`config.mk`:
```
export PLATFORM = sky130hd
export DESIGN_NAME = cpst_scan
export DESIGN_NICKNAME = d
export VERILOG_FILES = /design/src/cpst_pkg.sv /design/src/cpst_scan.sv
export SDC_FILE = /design/constraint.sdc
export NUM_CORES = 2
export LEC_CHECK = 0
export BUFFER_PORTS_ARGS = -buffer_cell sky130_fd_sc_hd__buf_2
export CAP_MARGIN = 0
export CORE_ASPECT_RATIO = 1.2
export CORE_MARGIN = 4
export CORE_UTILIZATION = 48
export DETAILED_ROUTE_END_ITERATION = 8
export PLACE_DENSITY = 0.74
export SLEW_MARGIN = 25
export SYNTH_ARGS = -nofsm -noshare
export SYNTH_HDL_FRONTEND = slang
export SYNTH_SLANG_ARGS = --single-unit
```
`constraint.sdc`:
```
create_clock -name i_clk -period 13.3 [get_ports i_clk]
set_clock_uncertainty 0.15 [all_clocks]
set_input_delay 0.665 -clock i_clk [delete_from_list [all_inputs] [get_ports i_clk]]
set_output_delay 0.665 -clock i_clk [all_outputs]
set_load 0.02 [all_outputs]
```
`src/cpst_pkg.sv`:
```
// Shared types and constants of the contact point set table.
// Used by the interfaces, the scan unit, the top level and the testbench.
package cpst_pkg;

    localparam int CPST_MAX_POINTS = 8;
    localparam int CPST_NUM_LINKS  = 8;
    localparam int CPST_NUM_STEPS  = 32;

    localparam int COORD_W = 24;
    localparam int ELEM_W  = 4;
    localparam int RAD_W   = 23;
    localparam int R2_W    = 2 * RAD_W;
    localparam int SUM_W   = 52;

    localparam logic [1:0] OP_INSERT  = 2'd0;
    localparam logic [1:0] OP_SETDIST = 2'd1;
    localparam logic [1:0] OP_READ    = 2'd2;
    localparam logic [1:0] OP_CLEAR   = 2'd3;

    localparam logic [2:0] ST_ADDED = 3'd0;
    localparam logic [2:0] ST_DUP   = 3'd1;
    localparam logic [2:0] ST_EVICT = 3'd2;
    localparam logic [2:0] ST_EMPTY = 3'd3;
    localparam logic [2:0] ST_DONE  = 3'd4;

    localparam logic CFG_DEDUP  = 1'b0;
    localparam logic CFG_SPHERE = 1'b1;

    localparam logic [RAD_W-1:0] DEDUP_RST  = 23'd3277;
    localparam logic [RAD_W-1:0] SPHERE_RST = 23'd6554;

    typedef struct packed {
        logic signed [COORD_W-1:0] x;
        logic signed [COORD_W-1:0] y;
        logic signed [COORD_W-1:0] z;
        logic signed [COORD_W-1:0] distance;
        logic [ELEM_W-1:0]         elem;
    } t_entry;

    typedef struct packed {
        logic dup;
        logic busy;
    } t_scan_st;

endpackage

```
`src/cpst_scan.sv`:
```
// Duplicate and eviction scan over the entries of one set, two stages deep.
// Depends on cpst_pkg for the entry type and widths.
module cpst_scan import cpst_pkg::*; #(
    parameter int CNT_W = 4
) (
    input  logic                      i_clk,
    input  logic                      i_rst_n,
    input  logic                      i_start,
    input  logic                      i_valid,
    input  logic [CNT_W-1:0]          i_idx,
    input  t_entry                    i_entry,
    input  logic signed [COORD_W-1:0] i_px,
    input  logic signed [COORD_W-1:0] i_py,
    input  logic signed [COORD_W-1:0] i_pz,
    input  logic [R2_W-1:0]           i_r2,
    output t_scan_st                  o_st,
    output logic [CNT_W-1:0]          o_best
);
    logic signed [COORD_W:0]    dx, dy, dz;
    logic signed [2*COORD_W+1:0] n_sqx, n_sqy, n_sqz;
    logic [SUM_W-1:0]           sum;
    logic [2*COORD_W+1:0]       r_sqx, r_sqy, r_sqz;
    logic                       r_va;
    logic                       r_dup;
    logic [CNT_W-1:0]           r_best;
    logic signed [COORD_W-1:0]  r_best_d;

    assign dx = {i_px[COORD_W-1], i_px} - {i_entry.x[COORD_W-1], i_entry.x};
    assign dy = {i_py[COORD_W-1], i_py} - {i_entry.y[COORD_W-1], i_entry.y};
    assign dz = {i_pz[COORD_W-1], i_pz} - {i_entry.z[COORD_W-1], i_entry.z};
    assign n_sqx = dx * dx;
    assign n_sqy = dy * dy;
    assign n_sqz = dz * dz;
    assign sum = SUM_W'(r_sqx) + SUM_W'(r_sqy) + SUM_W'(r_sqz);

    always_ff @(posedge i_clk) begin
        r_sqx <= n_sqx;
        r_sqy <= n_sqy;
        r_sqz <= n_sqz;
        if (i_valid && ((i_idx == '0) || (i_entry.distance > r_best_d))) begin
            r_best   <= i_idx;
            r_best_d <= i_entry.distance;
        end
        if (!i_rst_n) begin
            r_va  <= 1'b0;
            r_dup <= 1'b0;
        end else begin
            r_va <= i_valid;
            if (i_start) begin
                r_dup <= 1'b0;
            end else if (r_va && (sum < SUM_W'(i_r2))) begin
                r_dup <= 1'b1;
            end
        end
    end

    assign o_st.dup  = r_dup;
    assign o_st.busy = r_va;
    assign o_best    = r_best;
endmodule

```
==> impl_metrics.ini <==
[run_status]
outcome = finished, final reports clean

[clocking]
htreeDepth = 4
cts_buffers = 17
clock-root-buffer = clkbuf_16
cts_sinks = 177
clkTransAtPathRegs_ns = 0.08
postCtsHoldBufs = 0
clockBufferDepth = 2
clock_latency_ns = 0.48
post-cts-setup-buffers = 0
cts_tree = built
cts.repair.resized = 0

[worst_hold_path]
worstHoldStart = i_idx[0]
hold_depth = 1
min_path_type = input port to flop
hold-path-endpoint = o_best[0]

[timing]
relSlewSlack_pct = 29.4
finalHoldViolCount = 0
finalSetupTns_ns = 0
period_needed_ns = 10.96
drv_slew = 0
setup_violations = 0
worst_pin_slew_ns = 1.06
min_period_over_period_pct = 82.4
fmax_mhz = 91.2
rsz0062_at_grt = false

[synth]
synth_cell_types = 106
ys_ff_latch = 177
synth_edf_count = 28
synthFlopType = dfxtp_1
synth_seq_area_share_pct = 5.25
async_flop_share_pct = 0
postSynthAreaPerCell_sq_um = 9.51
yosys_warnings = 0
netlist_area_sq_mm = 0.0729
synthCells = 7661

[global_route]
antenna_found_initial = 9
grt-ovfl-total = 0
grt.total_usage_pct = 25.2
grt_max_degree = 31
grt_pass1_wl_um = 313000
grt_pass1_vias = 60200

[setup_path]
required_ns = 13.45
critPathMaxFanout = 15
start_kind = input port
crit_family = adder cells
cp.arrival_ns = 11.11
max_stage_delay_ns = 0.82
crit_path_end_kind = flop
reg2reg_from = r_sqy[5]
worstSetupPathType = input port to flop
crit_top_cell = fa_1
critPathSlowestCell = xor2_2
r2r_cells = 21
worst-path-buf-inv = 7
crit-reg2reg-capture = r_dup
r2r_slack_ns = 6.23

[place]
globalplace.congestion = 0.933
dp_hpwl_um = 158000
numPortBuffers = 227

[layout]
layout-drive-gt1-share_pct = 5.96
nets = 10500
syn_to_final_growth_pct = 5.69

[die]
core-area_sq_mm = 0.151
num_rows = 156
initial_core_util_pct = 48.4
io_pins = 232
die_area_sq_mm = 0.158
die_y_um = 435
chipWidth_um = 364

[route]
drc = 0
drt_iter0_drc = 3524
routed_wl_um = 190000
vias_per_cell = 5.35
antenna_left = 0
drt_first_pass_iters = 6
wl_per_cell_um = 19.4
vias = 52400

[job]
maxCapViolCount = 0
placed cells by master, fill, tap and decap left out, types with 50 or more instances in the layout:
cell type / n
dfxtp_1: 149
a21oi_1: 234
xnor2_1: 191
xor2_1: 79
o21ai_0: 122
a21o_1: 181
nor2_1: 611
buf_4: 89
fa_1: 1874
inv_1: 2071
buf_2: 227
nand2_1: 637
nand2b_1: 50
ha_1: 627
cells in the mapped netlist (all sizes together) (8+ instances only):
master / number / area [sq um]
inv: 2097 / 7880
a211o: 9 / 78.8
o21ai: 140 / 712
and4: 9 / 78.8
a21o: 182 / 1370
nand3: 45 / 230
o211ai: 11 / 87.6
nand2: 640 / 2410
nor2: 613 / 2310
edfxtp: 28 / 841
or2: 8 / 50.1
o21a: 49 / 368
a221oi: 9 / 85.1
clkbuf: 127 / 478
dfxtp: 149 / 2980
a211oi: 28 / 243
xor2: 90 / 830
o21bai: 29 / 221
and2: 40 / 255
o31ai: 14 / 120
nand4: 35 / 219
nand2b: 50 / 313
a21boi: 12 / 90.1
xnor2: 200 / 1790
nor3: 22 / 115
a2111oi: 14 / 149
ha: 627 / 7850
and3: 25 / 159
fa: 1874 / 37500
a31oi: 22 / 159
a21oi: 240 / 1220
nor2b: 45 / 282
buf: 61 / 347
nor4: 9 / 71.3
routing by layer:
| metal | up-vias | part of all wire, % | global-route usage (%) |
|---|---|---|---|
| met5 | - | 0.091 | 0 |
| met4 | 10 | 5.6 | 11.7 |
| met3 | 621 | 8.7 | 5.41 |
| met2 | 2171 | 49 | 42.7 |
| met1 | 26600 | 37 | 30.7 |
| li1 | 23100 | - | - |
stage by stage:
stage	cells	hold WS (ns)	setup WS (ns)	utilization [%]	area [sq um]
after floorplan	7662	0.277	3.50	-	72900
after detailed placement	9765	0.307	2.00	50.7	76400
after CTS	9797	0.183	2.47	51.1	77000
final	9800	0.220	2.34	51.1	77000
after global routing	9797	0.199	1.80	51.1	77000
after global placement	9765	0.294	2.08	50.7	76400
worst max path at each step:
stage                            to  slack [ns]  cells after the start         from
after floorplan           r_sqy[49]        3.50                     41      i_py[0]
after global placement    r_sqx[48]        2.08                     37  i_entry[77]
after detailed placement  r_sqx[42]        2.00                     36  i_entry[77]
after CTS                 r_sqx[42]        2.47                     36  i_entry[77]
after global routing      r_sqy[49]        1.80                     40      i_py[0]
final                     r_sqx[40]        2.34                     36  i_entry[77]
state kept, by name, indices dropped and copies added, names as in the netlist:
name      count
r_sqz        49
r_va          1
r_sqy        49
o_best        4
r_dup         1
r_best_d     24
r_sqx        49
logic make-up (layout without fill, tap and decap cells):
group	Yosys count	count (layout)	synth area share [%]
xor+xnor	290	290	3.59
mux	8	8	0.117
other cells	2	6	0.0103
compound gates	825	825	7.64
buf+inv	2291	2451	12.0
simple gates	1567	1567	9.18
fa+ha+maj	2501	2501	62.2
flops	177	177	5.25
cell type report:
type                    instances  area (sq um)
diodes                          3          7.51
multi-input cells            5194         60400
well taps                    1975          2470
clock inverters                14           151
flip-flops and latches        177          3820
inverters                    2103          7900
clock buffers                  18           429
fillers                     13600         73700
repair buffers                316          1800
Power is left out: the tool's default activity adds up to more than one toggle a clock period on the data nets, which glitch-free logic cannot reach.
