$ cat config.mk
export PLATFORM = sky130hd
export DESIGN_NAME = cpst_ram
export DESIGN_NICKNAME = d
export VERILOG_FILES = /design/src/cpst_ram.sv
export SDC_FILE = /design/constraint.sdc
export NUM_CORES = 1
export LEC_CHECK = 0
export BUFFER_PORTS_ARGS = -buffer_cell sky130_fd_sc_hd__buf_2
export CORE_ASPECT_RATIO = 1.75
export CORE_UTILIZATION = 43
export CTS_BUF_LIST = sky130_fd_sc_hd__clkbuf_4 sky130_fd_sc_hd__clkbuf_8
export DETAILED_ROUTE_END_ITERATION = 7
export GPL_ROUTABILITY_DRIVEN = 0
export GPL_TIMING_DRIVEN = 0
export HOLD_SLACK_MARGIN = 0.03
export PLACE_DENSITY_LB_ADDON = 0.08
export SETUP_SLACK_MARGIN = 0.3
export SLEW_MARGIN = 20
export SYNTH_ARGS = -nofsm -noshare
export SYNTH_HDL_FRONTEND = slang
export SYNTH_SLANG_ARGS = --single-unit
export TNS_END_PERCENT = 20
$ cat constraint.sdc
create_clock -name i_clk -period 2.8 [get_ports i_clk]
set_clock_uncertainty 0.2 [all_clocks]
set_input_delay 0.56 -clock i_clk [delete_from_list [all_inputs] [get_ports i_clk]]
set_output_delay 0.56 -clock i_clk [all_outputs]
set_load 0.005 [all_outputs]
$ cat src/cpst_ram.sv
// Simple dual-port synchronous RAM, one write and one read port, registered read.
// Depends on nothing beyond its parameters.
module cpst_ram #(
    parameter int W     = 8,
    parameter int DEPTH = 16
) (
    input  logic                                    i_clk,
    input  logic                                    i_we,
    input  logic [((DEPTH > 1) ? $clog2(DEPTH) : 1)-1:0] i_waddr,
    input  logic [W-1:0]                            i_wdata,
    input  logic [((DEPTH > 1) ? $clog2(DEPTH) : 1)-1:0] i_raddr,
    output logic [W-1:0]                            o_rdata
);
    logic [W-1:0] r_mem [DEPTH];
    logic [W-1:0] r_rdata;

    always_ff @(posedge i_clk) begin
        if (i_we) begin
            r_mem[i_waddr] <= i_wdata;
        end
        r_rdata <= r_mem[i_raddr];
    end

    assign o_rdata = r_rdata;
endmodule

==> metrics.md, run 1 <==
| Metric | Value |
|---|---|
| Status | complete, no violations |
| Post-synth EDFFs | 128 |
| PwrDens | 727 nW/µm² |
| IO buf count | 24 |
| Die area | 12,400 µm² |
| N_diodes | 0 |
| Grt ovf | 0 |
| Critical path launch point type | input pin |
| Hold_buf cts | 0 |
| CORE AREA | 11,600 µm² |
| Placed Instances | 388 |
| Dpl hpwl | 6680 µm |
| Clk root buf | clkbuf_8 |
| Final setup vio count | 0 |
| Area contributors post-synth | edfxtp_1 75%, mux4_2 7.9%, mux4_1 7.1%, dfxtp_1 3.1%, a22oi_1 2.3% |
| DR iter-0 viols | 109 |
| Clk_lat worst skew | 0.44 ns |
| Worst path arrival time | 1.87 ns |
| Worst path cell trace | buf_2 > or3b_2 > nor3_2 |
| Total Power | 0.00429 W |
| Syn avg cell area | 22.5 µm² |
| PnR worst setup slack | 0.789 ns |
| Hold_sp | i_wdata[6] |
| Setup bufs post-CTS | 0 |
| Largest net degree at the start of global routing | 17 |
| Cell variety after synth | 19 |
| Most common cell in the netlist | edfxtp_1 |
| Remaining DRCs | 0 |
| Highest-delay cell along the critical path | nor3_2 |
| Buffers & Inverters on Critical Path | 1 |
| Max Clk Rate | 497 MHz |
| Vias in the first global route | 2,559 |
| Seq/Total Area, Yosys | 0.778 |
| Yosys top cell area share | 0.747 |
| Finished Layout Cells | 420 |
| Initial antenna violation count | 0 |
| Slowest stage delay, CP | 0.67 ns |
| First drt pass iteration count | 6 |
| Syn Inst Count | 229 |
| Place WS | 0.300 ns |
| CP delay by family, top | simple AND/OR/NAND/NOR gates |
| Max-cap violations | 0 |
| First-pass GRT wire length | 15,400 µm |
| FF-to-FF Start | r_mem[1][1]$_DFFE_PP_ |
| Row Count | 52 |
| Gr usage total | 0.185 |
| Cell accounting for the most synthesized area | edfxtp_1 |
| Setup crit start | i_waddr[2] |
| Cts bufs inserted | 17 |
| # resized after CTS | 0 |
| Avg WL per Cell | 24.7 µm |
| CTS sink cnt | 136 |
| Routed vias | 2,383 |
| Most used DFF post-synth | edfxtp_1 |
| Die W | 84.7 µm |
| Vias/cell | 5.67 |
| Final Hold Vio Count | 0 |
| #FFs+latches synth | 136 |
| Post-synth ARST share | 0 |
| Final wirelength | 10,400 µm |
| Clock tree from TritonCTS | built |
| Min Clock Period, post-route | 2.01 ns |
| IO Pins | 26 |
| Max VDD drop | 0.366 mV |
| Top cells by count, synth | 128 x edfxtp_1, 18 x mux4_2, 16 x a22oi_1, 14 x mux4_1, 13 x nor2_1 |
| Setup TNS | 0 ns |
| Final net count | 290 |
| Final antenna-violating net count | 0 |
| DIE HEIGHT | 147 µm |
| Share of layout cells above drive strength 1 | 0.302 |
| Synthesized cell area | 5150 µm² |
| Worst setup EP type | flop |
| Depth of the CTS H-tree | 4 |
| CP Class | in2reg |
| Starting Density | 0.444 |
| Clock-pin slew on the worst setup and hold paths | 0.07 ns |
| Relative slew slack | 0.430 |
| Worst Tran Pin Value | 0.851 ns |
| Period utilization | 0.718 |
| Max-slew violations | 0 |
| Unrepaired setup endpoints after global routing | false |
| Leak pwr | 1.97 nW |
| HP Class | in2reg |
| Worst Path Max Fanout | 8 |
| Area delta synth->final | 14.7% |
| Syn_nets | 247 |
| Yosys warning total | 0 |
| Worst path required time | 2.66 ns |
| Hold WS | 0.318 ns |
| Clk buf depth | 2 |
## state kept, by name, summed over array words and instances (netlist names)
signal / cells
o_rdata: 8
r_mem: 128
## worst register-to-register path, delay by kind of cell, from the launching register on
family	cells	cell delay, ns
flip-flops	1	0.37
AND/OR/NAND/NOR	1	0.09
AO/OA/AOI/OAI	1	0.33
multiplexers	1	0.57
## kinds of logic after synthesis
family                 count (synthesis)  synth area share
DFF                                  136             0.778
and+or+nand+nor                       35            0.0318
muxes                                 32             0.150
AOI/OAI and AO/OA                     16            0.0233
buffers and inverters                 10            0.0168
## layout by cell type (no fill, tap or decap), drive strengths merged, types with 2 or more instances in the layout
cell / netlist / routed
bufinv: 0 / 5
clkdlybuf4s25: 3 / 3
clkinv: 0 / 8
nand2b: 2 / 2
nor3: 4 / 4
clkbuf: 0 / 18
nor2: 13 / 13
edfxtp: 128 / 128
buf: 7 / 31
a22oi: 16 / 16
dfxtp: 8 / 8
nand3b: 2 / 2
mux4: 32 / 32
nand2: 9 / 9
## stage by stage
stage / util / area, µm²
after floorplan: - / 5150
after global placement: 0.469 / 5440
after detailed placement: 0.471 / 5460
after CTS: 0.510 / 5900
after global routing: 0.510 / 5900
final: 0.510 / 5900
## per-layer routing
layer  track usage  vias up  wire length [µm]
li1              -     1062                 -
met4        0.0915        0               289
met3        0.0528       17               496
met2         0.315       77              5640
met1         0.215     1227              3940
met5             0        -                 0
## path summary, 6_finish.rpt
| check | end | slack, ns | cells after the start |
|---|---|---|---|
| max | r_mem[0][2]$_DFFE_PP_ | 0.79 | 3 |
| min reg2reg | o_rdata[0]$_DFF_P_ | 0.49 | 3 |
| min | r_mem[6][6]$_DFFE_PP_ | 0.32 | 1 |
| max reg2reg | o_rdata[1]$_DFF_P_ | 1.14 | 3 |
## where the power goes
group / switching, W / internal [W]
logic: 0.000131 / 0.0000906
clock network: 0.000727 / 0.00106
registers: 0.00000965 / 0.00227
## area by class of cell
| type | instances | area, µm² |
|---|---|---|
| repair buffers | 24 | 120 |
| plain buffers | 10 | 86.3 |
| multi-input cells | 83 | 1080 |
| fillers | 940 | 5680 |
| well taps | 135 | 169 |
| clock buffers | 18 | 241 |
| flip-flops and latches | 136 | 4000 |
| clock inverters | 14 | 205 |
No activity file was read; power rests on OpenSTA's default activity.
==> run 2: changes to the inputs <==
==> constraint.sdc (replaced) <==
create_clock -name i_clk -period 1.91 [get_ports i_clk]
set_clock_uncertainty 0.2 [all_clocks]
set_input_delay 0.382 -clock i_clk [delete_from_list [all_inputs] [get_ports i_clk]]
set_output_delay 0.382 -clock i_clk [all_outputs]
set_load 0.005 [all_outputs]
==> run 2 against run 1 <==
Net effect: final cell count unchanged; non-clock buffer count unchanged; global-route usage decreased by 0.66 points; largest power group unchanged; first-iteration DRC count increased by 17%; wire length decreased by 3.1%.
==> metrics.md, run 2 (synthesis results as in run 1) <==
| Metric | Value |
|---|---|
| Clk root buf | clkbuf_8 |
| CP Class | reg2reg |
| PnR worst setup slack | 0.292 ns (-0.496 ns) |
| Critical path launch point type | flop |
| CORE AREA | 11,600 µm² (unchanged) |
| Starting Density | 0.444 (unchanged) |
| Dpl hpwl | 6580 µm (-1.5%) |
| Worst path required time | 2.02 ns (-0.64 ns) |
| Max VDD drop | 0.507 mV (+39%) |
| Reg area | 4000 µm² (unchanged) |
| Clock-pin slew on the worst setup and hold paths | 0.07 ns (about the same) |
| Final setup vio count | 0 (unchanged) |
| CTS sink cnt | 136 (unchanged) |
| N_diodes | 0 (unchanged) |
| Unrepaired setup endpoints after global routing | true |
| IO Pins | 26 (unchanged) |
| First drt pass iteration count | 7 (+1) |
| Worst setup EP type | flop |
| Largest reg by FF count | r_mem |
| HP Class | in2reg |
| Clk buf depth | 2 (unchanged) |
| Die area | 12,400 µm² (unchanged) |
| Final Util | 0.504 (-0.00551) |
| Share of layout cells above drive strength 1 | 0.323 (+0.0211) |
| First-pass GRT wire length | 14,900 µm (-3.1%) |
| Total Power | 0.00574 W (+34%) |
| Post-DP Area | 5480 µm² (+0.39%) |
| Final Hold Vio Count | 0 (unchanged) |
| Initial antenna violation count | 0 (unchanged) |
| Area delta synth->final | 13.4% |
| Footprint of the multi-input gates | 1110 µm² (+3.4%) |
| Most frequent cells in the layout | 128 x edfxtp_1, 27 x buf_2, 18 x mux4_2 |
| Min Clock Period, post-route | 1.62 ns |
| Largest register FFs | 128 (unchanged) |
| Most common cell after layout, fill and taps aside | edfxtp_1 |
| Vias/cell | 5.60 (-1.3%) |
| Final antenna-violating net count | 0 (unchanged) |
| Depth of the CTS H-tree | 4 (unchanged) |
| Worst Path Max Fanout | 1 (-7) |
| Status | complete, no violations |
| Gr usage total | 0.179 (-0.00662) |
| Cts bufs inserted | 17 (unchanged) |
| Max-cap violations | 0 (unchanged) |
| PwrDens | 982 nW/µm² (+35%) |
| Final net count | 290 (unchanged) |
| Grt ovf | 0 (unchanged) |
| Clock tree from TritonCTS | built |
| Design area | 5840 µm² (-1.1%) |
| Clk_lat worst skew | 0.43 ns (about the same) |
| Final wirelength | 10,000 µm (-3.1%) |
| IO buf count | 24 (unchanged) |
| Die W | 84.7 µm (unchanged) |
| Vias in the first global route | 2,478 (-3.2%) |
| Avg WL per Cell | 23.9 µm (-3.1%) |
| Relative slew slack | 0.439 (+0.00895) |
| Hold WS | 0.155 ns (-0.163 ns) |
| Layout fillers | 945 (+0.53%) |
| Place WS | -0.199 ns (-0.499 ns) |
| Max-slew violations | 0 (unchanged) |
| Max Clk Rate | 618 MHz |
| DIE HEIGHT | 147 µm (unchanged) |
| Row Count | 52 (unchanged) |
| Leak pwr | 1.92 nW (-2.3%) |
| Worst path arrival time | 1.73 ns (-0.14 ns) |
| Period utilization | 0.847 |
| DR iter-0 viols | 128 (+17%) |
| Worst Tran Pin Value | 0.839 ns (-0.0119 ns) |
| Remaining DRCs | 0 (unchanged) |
| Routed vias | 2,351 (-1.3%) |
| Largest net degree at the start of global routing | 17 (unchanged) |
==> run 2: changes by cell type in the layout (fill, tap and decap cells not counted), moves of 2 or more <==
| cell | change |
|---|---|
| clkinv_4 | -3 |
| clkbuf_4 | +3 |
| clkinvlp_4 | +2 |
| nor2_2 | +4 |
| bufinv_16 | -4 |
| nor2_1 | -5 |
| a22oi_2 | +2 |
| a22oi_1 | -2 |
==> run 2: where the power goes <==
group          internal (W)  switching [W]  total (W)  leakage [nW]
Sequential          0.00333      0.0000142    0.00335          1.22
Clock               0.00106        0.00100    0.00206         0.173
Combinational      0.000135       0.000192   0.000328         0.524
==> run 2: final cells by class <==
| type | instances | area share |
|---|---|---|
| Multi-Input combinational cell | 83 | 0.191 |
| Timing Repair Buffer | 24 | 0.0206 |
| Sequential cell | 136 | 0.686 |
| Clock inverter | 11 | 0.0141 |
| Buffer | 10 | 0.0148 |
| Tap cell | 135 | 0.0289 |
| Clock buffer | 21 | 0.0452 |
==> run 2: layer usage <==
metal / global-route usage / share of wire
met1: 0.208 / 0.40
met4: 0.0686 / 0.018
met3: 0.0562 / 0.036
met5: 0 / 0
met2: 0.309 / 0.55
==> run 2: worst paths after layout <==
| path | end | from | cells past startpoint | slack, ns |
|---|---|---|---|---|
| worst min register to register | o_rdata[0]$_DFF_P_ | r_mem[12][0]$_DFFE_PP_ | 3 | 0.50 |
| worst max register to register | o_rdata[4]$_DFF_P_ | r_mem[3][4]$_DFFE_PP_ | 3 | 0.29 |
| worst max-delay path | o_rdata[4]$_DFF_P_ | r_mem[3][4]$_DFFE_PP_ | 3 | 0.29 |
| worst min-delay path | r_mem[13][5]$_DFFE_PP_ | i_wdata[5] | 1 | 0.15 |
==> run 2: worst max-delay path, cell delays in order, from the launching register on <==
cell and delay [ns]:
edfxtp_1 0.37, mux4_2 0.50, a22oi_1 0.32, nand2_1 0.11
==> run 2: what timing repair did <==
item | CTS | global route
buffers inserted | 0 | 0
resized for setup | 3 | 1
hold buffers | 0 | 0
pin swaps | 0 | 1
endpoints found under the setup margin | 18 | 43
endpoints found under the hold margin | 0 | 0
==> run 2: through the flow <==
stage,cells,TNS (ns)
2_1_floorplan,229,0
3_3_place_gp,388,-20.31
3_5_place_dp,388,-13.90
4_1_cts,420,0
5_1_grt,420,0
6_report,420,0
